--- src/rtl/core/cpsat_pkg.sv ---
package cpsat_pkg;

  typedef enum logic [5:0] {
    ST_LOAD  = 6'b000001,
    ST_EDGE0 = 6'b000010,
    ST_EDGE1 = 6'b000100,
    ST_PROJ  = 6'b001000,
    ST_JUDGE = 6'b010000,
    ST_OUT   = 6'b100000
  } cpsat_state_t;

  // controller -> datapath commands
  typedef struct packed {
    logic store_v;     // write the incoming vertex
    logic clear;       // start a new pair
    logic edge_rd0;    // read edge start vertex
    logic edge_rd1;    // read edge end vertex, form normal
    logic proj_start;  // reset the interval trackers
    logic proj_step;   // project one vertex
    logic next_edge;   // advance to next edge
  } cpsat_cmd_t;

  // datapath -> controller status
  typedef struct packed {
    logic empty;       // one polygon holds no vertex
    logic proj_done;   // last vertex's projection accumulated
    logic separates;   // current normal separates
    logic edges_done;  // the current edge was the last of B
  } cpsat_sts_t;

endpackage

--- src/rtl/core/convex_polygon_sat_overlap.sv ---
// Separating-axis overlap test for two convex polygons.
//
// Input channel (in_valid/in_ready): one vertex word per cycle, polygon A
// first (which_polygon = 0), then polygon B; last_vertex closes a polygon.
// Extra vertices beyond MAX_VERTICES are dropped and set overflow_flag.
// Output channel (out_valid/out_ready): one result word after B closes:
// colliding, or first separating polygon and edge; neither if A is empty.
//
// Sequence: for each edge tried, start and end vertex reads, then normal
// forming, then one vertex read per cycle over nA+nB vertices through the
// multiply and accumulate stages, then the judge. Each vertex store has a
// single read port.
// While a test runs or a result waits, in_ready is low: the block holds
// one pair at a time. A stalled receiver holds the result word stable.
// Reset (rst, synchronous) empties both polygons and drops any result.
module convex_polygon_sat_overlap import cpsat_pkg::*; #(
  parameter int MAX_VERTICES = 16,
  parameter int COORD_WIDTH  = 16
) (
  input  logic               clk,
  input  logic               rst,
  input  logic               in_valid,
  output logic               in_ready,
  input  logic               which_polygon,
  input  logic signed [15:0] vertex_x,
  input  logic signed [15:0] vertex_y,
  input  logic               last_vertex,
  output logic               out_valid,
  input  logic               out_ready,
  output logic               colliding,
  output logic               separating_polygon,
  output logic [3:0]         separating_edge,
  output logic               overflow_flag
);

  cpsat_cmd_t cmd;
  cpsat_sts_t sts;
  logic       res_load, res_coll;

  cpsat_ctrl u_ctrl (
    .clk, .rst, .in_valid, .in_ready, .which_polygon, .last_vertex,
    .out_valid, .out_ready, .cmd, .sts, .res_load, .res_coll
  );

  cpsat_dp #(.MAX_VERTICES(MAX_VERTICES), .COORD_WIDTH(COORD_WIDTH)) u_dp (
    .clk, .rst, .cmd, .sts, .which_polygon, .vertex_x, .vertex_y,
    .last_vertex, .res_load, .res_coll, .colliding,
    .separating_polygon, .separating_edge, .overflow_flag
  );

  // never accept and present a result at once
  a_in_out: assert property (@(posedge clk) disable iff (rst)
    !(in_ready && out_valid)) else $error("ready while result pending");

  // a colliding result carries no separating edge
  a_coll: assert property (@(posedge clk) disable iff (rst)
    out_valid && colliding |-> separating_edge == 4'd0 && !separating_polygon)
    else $error("colliding result with edge");

  // after the result is taken, the block loads again
  a_ret: assert property (@(posedge clk) disable iff (rst)
    out_valid && out_ready |=> in_ready) else $error("no return to load");

endmodule

--- src/rtl/core/cpsat_ctrl.sv ---
module cpsat_ctrl import cpsat_pkg::*; (
  input  logic       clk,
  input  logic       rst,
  input  logic       in_valid,
  output logic       in_ready,
  input  logic       which_polygon,
  input  logic       last_vertex,
  output logic       out_valid,
  input  logic       out_ready,
  output cpsat_cmd_t cmd,
  input  cpsat_sts_t sts,
  output logic       res_load,
  output logic       res_coll
);

  cpsat_state_t state, state_next;

  assign in_ready  = (state == ST_LOAD);
  assign out_valid = (state == ST_OUT);

  always_comb begin
    state_next     = state;
    cmd            = '0;
    res_load       = 1'b0;
    res_coll       = 1'b0;
    case (state)
      ST_LOAD: begin
        if (in_valid) begin
          cmd.store_v = 1'b1;
          if (which_polygon && last_vertex) begin
            if (sts.empty) begin
              res_load   = 1'b1;
              state_next = ST_OUT;
            end else begin
              state_next = ST_EDGE0;
            end
          end
        end
      end
      ST_EDGE0: begin
        cmd.edge_rd0 = 1'b1;
        state_next   = ST_EDGE1;
      end
      ST_EDGE1: begin
        cmd.edge_rd1   = 1'b1;
        cmd.proj_start = 1'b1;
        state_next     = ST_PROJ;
      end
      ST_PROJ: begin
        cmd.proj_step = 1'b1;
        if (sts.proj_done) state_next = ST_JUDGE;
      end
      ST_JUDGE: begin
        if (sts.separates) begin
          res_load   = 1'b1;
          state_next = ST_OUT;
        end else if (sts.edges_done) begin
          res_load   = 1'b1;
          res_coll   = 1'b1;
          state_next = ST_OUT;
        end else begin
          cmd.next_edge = 1'b1;
          state_next    = ST_EDGE0;
        end
      end
      ST_OUT: begin
        if (out_ready) begin
          cmd.clear  = 1'b1;
          state_next = ST_LOAD;
        end
      end
      default: state_next = ST_LOAD;
    endcase
  end

  always_ff @(posedge clk) begin
    if (rst) state <= ST_LOAD;
    else     state <= state_next;
  end

endmodule

--- src/rtl/core/cpsat_dp.sv ---
module cpsat_dp import cpsat_pkg::*; #(
  parameter int MAX_VERTICES = 16,
  parameter int COORD_WIDTH  = 16
) (
  input  logic              clk,
  input  logic              rst,
  input  cpsat_cmd_t        cmd,
  output cpsat_sts_t        sts,
  input  logic              which_polygon,
  input  logic signed [15:0] vertex_x,
  input  logic signed [15:0] vertex_y,
  input  logic              last_vertex,
  input  logic              res_load,
  input  logic              res_coll,
  output logic              colliding,
  output logic              separating_polygon,
  output logic [3:0]        separating_edge,
  output logic              overflow_flag
);

  localparam int IW = (MAX_VERTICES > 1) ? $clog2(MAX_VERTICES) : 1;
  localparam int CW = $clog2(MAX_VERTICES + 1);
  localparam int EW = COORD_WIDTH + 1;
  localparam int PW = COORD_WIDTH + EW + 1;
  localparam int SW = PW + 1;
  localparam logic [CW-1:0] MaxCnt = CW'(MAX_VERTICES);

  logic [2*COORD_WIDTH-1:0] mem_a [MAX_VERTICES];
  logic [2*COORD_WIDTH-1:0] mem_b [MAX_VERTICES];
  logic [2*COORD_WIDTH-1:0] rd_a, rd_b;

  logic [CW-1:0] count_a, count_b;
  logic          overflowed;
  logic          a_done;

  // sweep registers
  logic          edge_poly;
  logic [CW-1:0] edge_idx;
  logic [CW-1:0] proj_idx;   // runs over A then B, restarting at zero for B
  logic          proj_poly;
  logic          proj_valid; // pipeline stage holds a read
  logic          proj_poly_d;
  logic          proj_last, proj_last_d;
  logic signed [COORD_WIDTH-1:0] x0, y0;
  logic signed [EW-1:0] nx, ny;
  logic signed [PW-1:0] pa_x, pa_y;
  logic signed [SW-1:0] p;
  logic signed [SW-1:0] alo, ahi, blo, bhi;
  logic          a_seen, b_seen;
  logic          mul_valid, mul_poly, mul_last;

  logic signed [COORD_WIDTH-1:0] vx, vy;
  assign vx = COORD_WIDTH'(vertex_x);
  assign vy = COORD_WIDTH'(vertex_y);

  logic [CW-1:0] ecount, enext;
  logic [IW-1:0] rd_addr_a, rd_addr_b;
  logic          rd_sel;   // which store the registered read used
  logic signed [COORD_WIDTH-1:0] rx, ry;

  assign ecount = edge_poly ? count_b : count_a;
  assign enext  = (edge_idx + 1'b1 < ecount) ? edge_idx + 1'b1 : '0;

  always_comb begin
    rd_addr_a = proj_idx[IW-1:0];
    rd_addr_b = proj_idx[IW-1:0];
    if (cmd.edge_rd0 || cmd.store_v) begin
      rd_addr_a = edge_idx[IW-1:0];
      rd_addr_b = edge_idx[IW-1:0];
    end else if (cmd.edge_rd1) begin
      rd_addr_a = enext[IW-1:0];
      rd_addr_b = enext[IW-1:0];
    end
  end

  always_ff @(posedge clk) begin
    if (cmd.store_v && !which_polygon && !a_done && count_a < MaxCnt)
      mem_a[count_a[IW-1:0]] <= {vx, vy};
    if (cmd.store_v && which_polygon && count_b < MaxCnt)
      mem_b[count_b[IW-1:0]] <= {vx, vy};
    rd_a <= mem_a[rd_addr_a];
    rd_b <= mem_b[rd_addr_b];
  end

  assign rx = rd_sel ? rd_b[2*COORD_WIDTH-1:COORD_WIDTH] : rd_a[2*COORD_WIDTH-1:COORD_WIDTH];
  assign ry = rd_sel ? rd_b[COORD_WIDTH-1:0] : rd_a[COORD_WIDTH-1:0];

  logic in_b_now;
  assign in_b_now = cmd.store_v && which_polygon;

  // empty: evaluated when B closes; B counts this vertex if room
  assign sts.empty = (count_a == '0) || (count_b == '0 && MaxCnt == '0);

  always_ff @(posedge clk) begin
    if (rst || cmd.clear) begin
      count_a    <= '0;
      count_b    <= '0;
      a_done     <= 1'b0;
      overflowed <= 1'b0;
    end else if (cmd.store_v) begin
      if (!which_polygon) begin
        if (!a_done) begin
          if (count_a < MaxCnt) count_a <= count_a + 1'b1;
          else                  overflowed <= 1'b1;
          if (last_vertex) a_done <= 1'b1;
        end
      end else begin
        if (count_b < MaxCnt) count_b <= count_b + 1'b1;
        else                  overflowed <= 1'b1;
      end
    end
  end

  // edge and projection sweep
  always_ff @(posedge clk) begin
    if (rst || cmd.clear) begin
      edge_poly <= 1'b0;
      edge_idx  <= '0;
    end else if (cmd.next_edge) begin
      if (edge_idx + 1'b1 < ecount) begin
        edge_idx <= edge_idx + 1'b1;
      end else begin
        edge_poly <= 1'b1;
        edge_idx  <= '0;
      end
    end
  end

  always_ff @(posedge clk) begin
    rd_sel <= (cmd.edge_rd0 || cmd.edge_rd1) ? edge_poly : proj_poly;
    if (cmd.edge_rd1) begin
      x0 <= rx;
      y0 <= ry;
    end
  end

  // normal formed the cycle after the second read
  logic form_n;
  always_ff @(posedge clk) begin
    if (rst) form_n <= 1'b0;
    else     form_n <= cmd.edge_rd1;
    if (form_n) begin
      nx <= -(EW'(ry) - EW'(y0));
      ny <=  EW'(rx) - EW'(x0);
    end
  end

  // projection: issue reads over A then B, multiply, accumulate
  logic issue;
  assign issue = cmd.proj_step && !proj_last && !form_n;

  always_ff @(posedge clk) begin
    if (rst || cmd.proj_start) begin
      proj_idx   <= '0;
      proj_poly  <= 1'b0;
      proj_last  <= 1'b0;
      proj_valid <= 1'b0;
    end else begin
      proj_valid <= issue;
      if (issue) begin
        proj_poly_d <= proj_poly;
        proj_last_d <= proj_poly && (proj_idx + 1'b1 == count_b);
        if (!proj_poly && proj_idx + 1'b1 == count_a) begin
          proj_poly <= 1'b1;
          proj_idx  <= '0;
        end else if (proj_poly && proj_idx + 1'b1 == count_b) begin
          proj_last <= 1'b1;
        end else begin
          proj_idx <= proj_idx + 1'b1;
        end
      end
    end
  end

  always_ff @(posedge clk) begin
    if (rst || cmd.proj_start) mul_valid <= 1'b0;
    else                       mul_valid <= proj_valid;
    if (proj_valid) begin
      pa_x     <= PW'(rx) * PW'(nx);
      pa_y     <= PW'(ry) * PW'(ny);
      mul_poly <= proj_poly_d;
      mul_last <= proj_last_d;
    end
  end

  assign p = SW'(pa_x) + SW'(pa_y);

  always_ff @(posedge clk) begin
    if (rst || cmd.proj_start) begin
      a_seen <= 1'b0;
      b_seen <= 1'b0;
    end else if (mul_valid) begin
      if (!mul_poly) begin
        a_seen <= 1'b1;
        if (!a_seen || p < alo) alo <= p;
        if (!a_seen || p > ahi) ahi <= p;
      end else begin
        b_seen <= 1'b1;
        if (!b_seen || p < blo) blo <= p;
        if (!b_seen || p > bhi) bhi <= p;
      end
    end
  end

  logic done_q;
  always_ff @(posedge clk) begin
    if (rst || cmd.proj_start) done_q <= 1'b0;
    else                       done_q <= mul_valid && mul_last;
  end

  assign sts.proj_done  = done_q;
  assign sts.separates  = ((alo > blo) ? alo : blo) > ((ahi < bhi) ? ahi : bhi);
  assign sts.edges_done = edge_poly && (edge_idx + 1'b1 >= count_b);

  always_ff @(posedge clk) begin
    if (res_load) begin
      overflow_flag <= overflowed || (in_b_now && count_b == MaxCnt);
      if (res_coll || in_b_now) begin
        colliding          <= res_coll;
        separating_polygon <= 1'b0;
        separating_edge    <= '0;
      end else begin
        colliding          <= 1'b0;
        separating_polygon <= edge_poly;
        separating_edge    <= 4'(edge_idx);
      end
    end
  end

endmodule
--- config.mk ---
export PLATFORM = sky130hd
export DESIGN_NAME = convex_polygon_sat_overlap
export DESIGN_NICKNAME = d
export VERILOG_FILES = /design/src/rtl/core/cpsat_pkg.sv /design/src/rtl/core/convex_polygon_sat_overlap.sv /design/src/rtl/core/cpsat_ctrl.sv /design/src/rtl/core/cpsat_dp.sv
export SDC_FILE = /design/constraint.sdc
export NUM_CORES = 2
export LEC_CHECK = 0
export BUFFER_PORTS_ARGS = -buffer_cell sky130_fd_sc_hd__buf_2
export CORE_MARGIN = 2
export CORE_UTILIZATION = 50
export CTS_BUF_LIST = sky130_fd_sc_hd__clkbuf_16
export CTS_CLUSTER_SIZE = 25
export DETAILED_ROUTE_END_ITERATION = 7
export PLACE_DENSITY = 0.71
export SLEW_MARGIN = 0
export SYNTH_ARGS = -nofsm -noshare
export SYNTH_HDL_FRONTEND = slang
export SYNTH_SLANG_ARGS = --single-unit
--- constraint.sdc ---
create_clock -name clk -period 6.9 [get_ports clk]
set_clock_uncertainty 0.15 [all_clocks]
set_input_delay 0 -clock clk [delete_from_list [all_inputs] [get_ports clk]]
set_output_delay 0 -clock clk [all_outputs]
set_load 0.05 [all_outputs]
=== After elaboration in Yosys (flattened, before gate mapping) ===
Memories as Yosys holds them, arrays and structs flattened. A register that Yosys moved wholly into a read port is not among the register bits.
Index checks and enable logic that the tools add are counted.

* Add/subtract/negate cells: 8
* Multiply operators: 2
* Div/mod/pow operators: 0
* Order comparisons: 11
* Equality and inequality tests: 17
* Shifts and indexed selects: 0
* Multiplexer cells: 47
* Bitwise operators: 6
* Reductions and logical operators: 47

{| class="wikitable"
|+ Operators by type and width
! cell !! count
|-
| $gt A35 B35 Y1 || 4
|-
| $lt A35 B35 Y1 || 3
|-
| $mux W35 || 2
|-
| $mul A16 B17 Y33 || 2
|-
| $mux W6 || 7
|-
| $pmux W6 S6 || 1
|-
| $add A33 B33 Y34 || 1
|-
| $sub A16 B16 Y17 || 2
|-
| $mux W16 || 2
|-
| $reduce_and A4 Y1 || 7
|-
| $mux W1 || 27
|-
| $add A5 B1 Y5 const B || 4
|-
| $mux W5 || 4
|-
| $neg A17 Y17 || 1
|-
| $reduce_and A2 Y1 || 7
|-
| $logic_and A1 B1 Y1 || 13
|-
| $eq A5 B5 Y1 || 2
|-
| $logic_or A1 B1 Y1 || 10
|-
| $lt A5 B5 Y1 const B || 2
|-
| $mux W4 || 2
|-
| $ne A2 B1 Y1 const B || 4
|-
| $ne A2 B2 Y1 const B || 4
|-
| $logic_not A1 Y1 || 7
|-
| $eq A6 B1 Y1 const B || 1
|-
| other kinds (13) || 19
|}

* Bits in registers: 321
* Bits in latches: 0
* Bits in writable memories: 1024
* Memory bits (read-only): 0
* Input bits: 38
* Output and inout port bits: 9
* Word-level logic and storage cells: 175
* Memories kept: 2

{| class="wikitable"
|+ Memories
! name !! depth !! bits a word !! rd ports !! clocked after Yosys merged registers in !! wr ports !! RTL line !! RTL
|-
| u_dp.mem_a || 16 || 32 || 1 || 1 || 1 || cpsat_dp.sv:28 || <nowiki>logic [2*COORD_WIDTH-1:0] mem_a [MAX_VERTICES];</nowiki>
|-
| u_dp.mem_b || 16 || 32 || 1 || 1 || 1 || cpsat_dp.sv:29 || <nowiki>logic [2*COORD_WIDTH-1:0] mem_b [MAX_VERTICES];</nowiki>
|}

=== Longest topological paths before layout ===
* Depth in word-level cells: 7
* Mapped depth: 29

=== By module ===
From an unflattened synthesis, not the netlist that was laid out.

* Cell total of the unflattened synthesis: 6935
* Area total of the unflattened synthesis: 83744.1 sq um

{| class="wikitable"
|+ By module, submodules not included
! module !! times used !! cells each !! area each (sq um)
|-
| cpsat_dp || 1 || 6885 || 83321.2
|-
| cpsat_ctrl || 1 || 50 || 422.9
|}

=== Worst setup path after synthesis ===
No wires, ideal clock.

* Path type: register -> register
* From: register u_dp.rd_sel
* To: register u_dp.pa_x[30], data pin
* Library setup time: 0.266 ns
* Arrival time: 7.102 ns
* Setup slack: -0.618 ns
* Stages on the path, launching flop included: 29
* Period minus slack after synthesis: 7.518 ns
* Path through: dfxtp_1 clkbuf_1 clkbuf_1 mux2i_1 inv_1 buf_1 nand2_1 fa_1 inv_1 fa_1 inv_1 fa_1 inv_1 fa_1 inv_1 fa_1 inv_1 fa_1 ha_1 a21oi_1 o21ai_0 a221o_1 a221oi_1 o21ai_1 a41o_1 a21oi_1 nor2_1 nor4_1 a211oi_1

* Word-level cells in the longest chain between the ends: 2

{| class="wikitable"
|+ RTL lines
! what !! RTL line !! RTL
|-
| start, declared || cpsat_dp.sv:58 || <nowiki>logic rd_sel;</nowiki>
|-
| start signal, assigned || cpsat_dp.sv:130 || <nowiki>rd_sel <= (cmd.edge_rd0 || cmd.edge_rd1) ? edge_poly : proj_poly;</nowiki>
|-
| $mux W16 || cpsat_dp.sv:85 || <nowiki>assign rx = rd_sel ? rd_b[2*COORD_WIDTH-1:COORD_WIDTH] : rd_a[2*COORD_WIDTH-1:COORD_WIDTH];</nowiki>
|-
| net u_dp.rx[1] || cpsat_dp.sv:59 || <nowiki>logic signed [COORD_WIDTH-1:0] rx, ry;</nowiki>
|-
| $mul A16 B17 Y33 || cpsat_dp.sv:179 || <nowiki>pa_x <= PW'(rx) * PW'(nx);</nowiki>
|-
| end signal, assigned || cpsat_dp.sv:179 ||
|-
| end, declared || cpsat_dp.sv:46 || <nowiki>logic signed [PW-1:0] pa_x, pa_y;</nowiki>
|}

The timed path passes the listed nets, and every way through them passes these cells.
A chain may end at the register's enable or synchronous reset.

=== Worst setup path after layout ===
* From: register u_dp.rd_sel
* To: register u_dp.pa_x[30], data pin

* Word-level cells in the longest chain between the ends: 2

{| class="wikitable"
|+ RTL lines
! what !! RTL line
|-
| $mux W16 || cpsat_dp.sv:85
|-
| $mul A16 B17 Y33 || cpsat_dp.sv:179
|}

No other way between the ends.

==> run metrics <==
Final setup viols=0; Crit path top cell by count=fa_1; hold slack=0.09437 ns; clk slew on worst S/H paths=0.06 ns; worst-path cell chain=clkbuf_16, mux2_4, and2_4, fa_1, inv_1, fa_1, fa_1, inv_1, fa_1, inv_1, fa_1, inv_1, fa_1, ha_4, a21o_1, a221o_1, a221oi_2, o21ai_1, a41o_1, a21oi_2, nor2_2, nor4_2, a211oi_2; peak supply drop=503.1 µV; main combinational cell family by area after synthesis=adder cells; GRT Total Usage=0.2453; Worst Setup Slack, final=0.08741 ns; PortBufs=46; multiplexer area fraction after synthesis=0.04613; Critical Path RT=7.25 ns; first-pass GRT wire length=315.0 mm; Lkg Pwr=37.74 nW; largest net degree at the start of global routing=207; routability cong.=0.9101; Initial Util=0.5034; vias in the first global route=53420; Tightest Pin Transition=1.170 ns; Max FO, Critical Path=11; final wirelength=207.4 mm; GR Overflow Total=0; max frequency=0.1468 GHz; min-delay worst type=input pin to flop; die height=408.8 µm; CTS Buf Count=147; status=complete, no violations; P per Cell Area=316.1 mW/mm²; crit end category=flop; max-slew violation count=0; maxcap violations=0; die area=0.1671 mm²; RSZ-0062 raised after global routing=yes; Cell variety after synth=70; worst slack at placement=-0.3217 ns; number of synthesized register bits=1405; number of remaining DRC errors=0; fill cell count=12980; Post-Synthesis Cells=6491; I/O Pins=47; core area=0.1628 mm²; most common cell after layout, fill and taps aside=edfxtp_1; dpl hpwl=135.0 mm; antenna viol nets, final=0; Post-synth ARST share=0; syn avg cell area=12.62 µm²; die width=408.8 µm; vias per cell=5.835; Power Total=29.15 mW; Sink Count=1405; Syn-to-layout area delta=12.51%; clk root buf=clkbuf_16; row cnt=148; first-pass detailed-route iteration total=6; Final Hold Fails=0; DRT iter0 DRCs=4666; critical path class=flop to flop; post-synth net total=7571; WL/cell=22.90 µm; yosys warns=0; crit-path max cell delay=0.55 ns; compound-cell area share of the yosys netlist=0.09118; antenna violations before repair=9; commonest cells after routing, fill and taps aside=edfxtp_1, inv_1, fa_1; CP Launch Type=flop; fraction of layout cells with a size suffix above 1=0.1066; top_reg_cell synth=edfxtp_1; Critical-path top delay cell=fa_1; Arr. time, crit path=7.16 ns; Clock Path Buffers=3; min Tclk post-route=6.813 ns; fin nets=7849; Relative slew margins=0.2198; EDFF count, synth=1303; post-synthesis sequential area ratio=0.5024; ant diodes=0; period utilization=0.9873; Mapped Area=0.08195 mm²; Post-Synth XOR/XNOR Area=0.01560; # H-tree levels=4; Worst-Skew Late Latency=0.79 ns; CTS tree=built; via count=52860; Adder-Cell Fraction of Synth Area=0.2099; Simple-Gate Fraction of Synth Area=0.08276
==> sequential cells by signal, summed over array words and instances, names as in the netlist, 6 cells and up <==
name and cells:
u_dp.rd_a 32, u_dp.nx 17, u_dp.y0 16, u_ctrl.state 6, u_dp.blo 34, u_dp.mem_b 512
u_dp.pa_y 33, u_dp.bhi 34, u_dp.pa_x 33, u_dp.x0 16, u_dp.ahi 34, u_dp.mem_a 512
u_dp.rd_b 32, u_dp.ny 17, u_dp.alo 34
==> synthesized netlist by cell type, types with 9 or more instances <==
| cell type | n | area (µm²) |
|---|---|---|
| fa_1 | 555 | 11110 |
| a21o_1 | 116 | 870.8 |
| nor2_1 | 416 | 1562 |
| inv_1 | 823 | 3089 |
| dfxtp_1 | 102 | 2042 |
| or3_1 | 9 | 56.30 |
| nand3_1 | 48 | 240.2 |
| a211oi_1 | 277 | 2079 |
| a2111oi_0 | 253 | 2216 |
| nor3_1 | 45 | 225.2 |
| nor2b_1 | 78 | 488.0 |
| xor2_1 | 36 | 315.3 |
| buf_6 | 13 | 146.4 |
| buf_1 | 33 | 123.9 |
| mux2_2 | 26 | 292.8 |
| and2_1 | 193 | 1207 |
| edfxtp_1 | 1303 | 39130 |
| or4_1 | 66 | 495.5 |
| nand2b_1 | 37 | 231.5 |
| ha_1 | 487 | 6093 |
| nand4_1 | 51 | 319.1 |
| nand2_1 | 389 | 1460 |
| mux2i_1 | 347 | 3473 |
| o21bai_1 | 15 | 112.6 |
| or2_2 | 25 | 156.4 |
| xnor2_1 | 110 | 963.4 |
| o21a_1 | 26 | 195.2 |
| clkbuf_1 | 162 | 608.1 |
| o21ai_0 | 94 | 470.5 |
| buf_2 | 51 | 255.2 |
| a21oi_1 | 170 | 850.8 |
| and3_1 | 21 | 131.4 |
==> worst paths after layout <==
kind	from	to	slack, ns	cells after the start
max	u_dp.rd_sel$_DFF_P_	u_dp.pa_x[30]$_DFFE_PP_	0.09	23
min	out_ready	u_ctrl.state[0]$_SDFFE_PP1P_	0.09	5
max reg2reg	u_dp.rd_sel$_DFF_P_	u_dp.pa_x[30]$_DFFE_PP_	0.09	23
min reg2reg	u_dp.proj_poly_d$_DFFE_PP_	u_dp.mul_poly$_DFFE_PP_	0.28	0
==> metal layers <==
metal / up-vias / GRT usage / wire length, µm / part of all wire
met1: 26720 / 0.3216 / 82900 / 0.40
met5: - / 0 / 73 / 0.00035
met4: 12 / 0.09251 / 8419 / 0.041
met3: 461 / 0.03564 / 14420 / 0.070
met2: 1922 / 0.4137 / 101600 / 0.49
li1: 23750 / - / - / -
==> stage by stage <==
stage | instances | instance area, µm² | util | TNS (ns)
after global placement | 8728 | 86430 | 0.5310 | -0.2591
after detailed placement | 8728 | 86430 | 0.5310 | -1.021
after CTS | 9040 | 91530 | 0.5623 | 0
after global routing | 9060 | 92200 | 0.5664 | -0.6411
final | 9060 | 92200 | 0.5664 | 0
after floorplan | 6491 | 81990 | - | -0.1024
==> critical path: cells and delay by family, from the launching register on <==
| kind | cells | cell delay, ns |
|---|---|---|
| AO/OA/AOI/OAI | 7 | 1.36 |
| buffers and inverters | 5 | 0.43 |
| adder cells (fa/ha/maj) | 7 | 3.21 |
| multiplexers | 1 | 0.37 |
| AND/OR/NAND/NOR | 3 | 0.51 |
| flip-flops | 1 | 0.49 |
==> where the power goes <==
group	switching, mW	internal [mW]	total (mW)
Sequential	0.0408	9.91	9.95
Combinational	6.24	5.49	11.7
Clock	3.34	4.13	7.47
Total	9.62	19.5	29.1
==> layout make-up <==
cell class / count / area (µm²) / area share
inverter: 823 / 3098 / 0.03360
multi-input combinational: 4001 / 37400 / 0.4057
clock inverter: 113 / 762.0 / 0.008264
sequential: 1405 / 41170 / 0.4466
clock buffer: 152 / 3804 / 0.04125
tap: 2175 / 2721 / 0.02952
timing repair buffer: 391 / 3236 / 0.03509
==> cells by family (layout without fill, tap and decap cells) <==
kind of cell	Yosys count	count (layout)
flip-flops	1405	1405
AND/OR/NAND/NOR	1405	1405
buffers and inverters	1087	1479
adder cells (fa/ha/maj)	1042	1042
AO/OA/AOI/OAI	1032	1032
multiplexers	374	376
XOR/XNOR	146	146
==> repair_timing <==
item | in CTS | in global routing
endpoints found under the hold margin | 1112 | 0
hold buffers | 46 | 0
pin swaps | 4 | 40
gates cloned | 0 | 3
setup endpoints to repair | 7 | 106
buffers inserted | 1 | 17
gates resized for setup | 21 | 117
No activity file was read; power rests on OpenSTA's default activity.
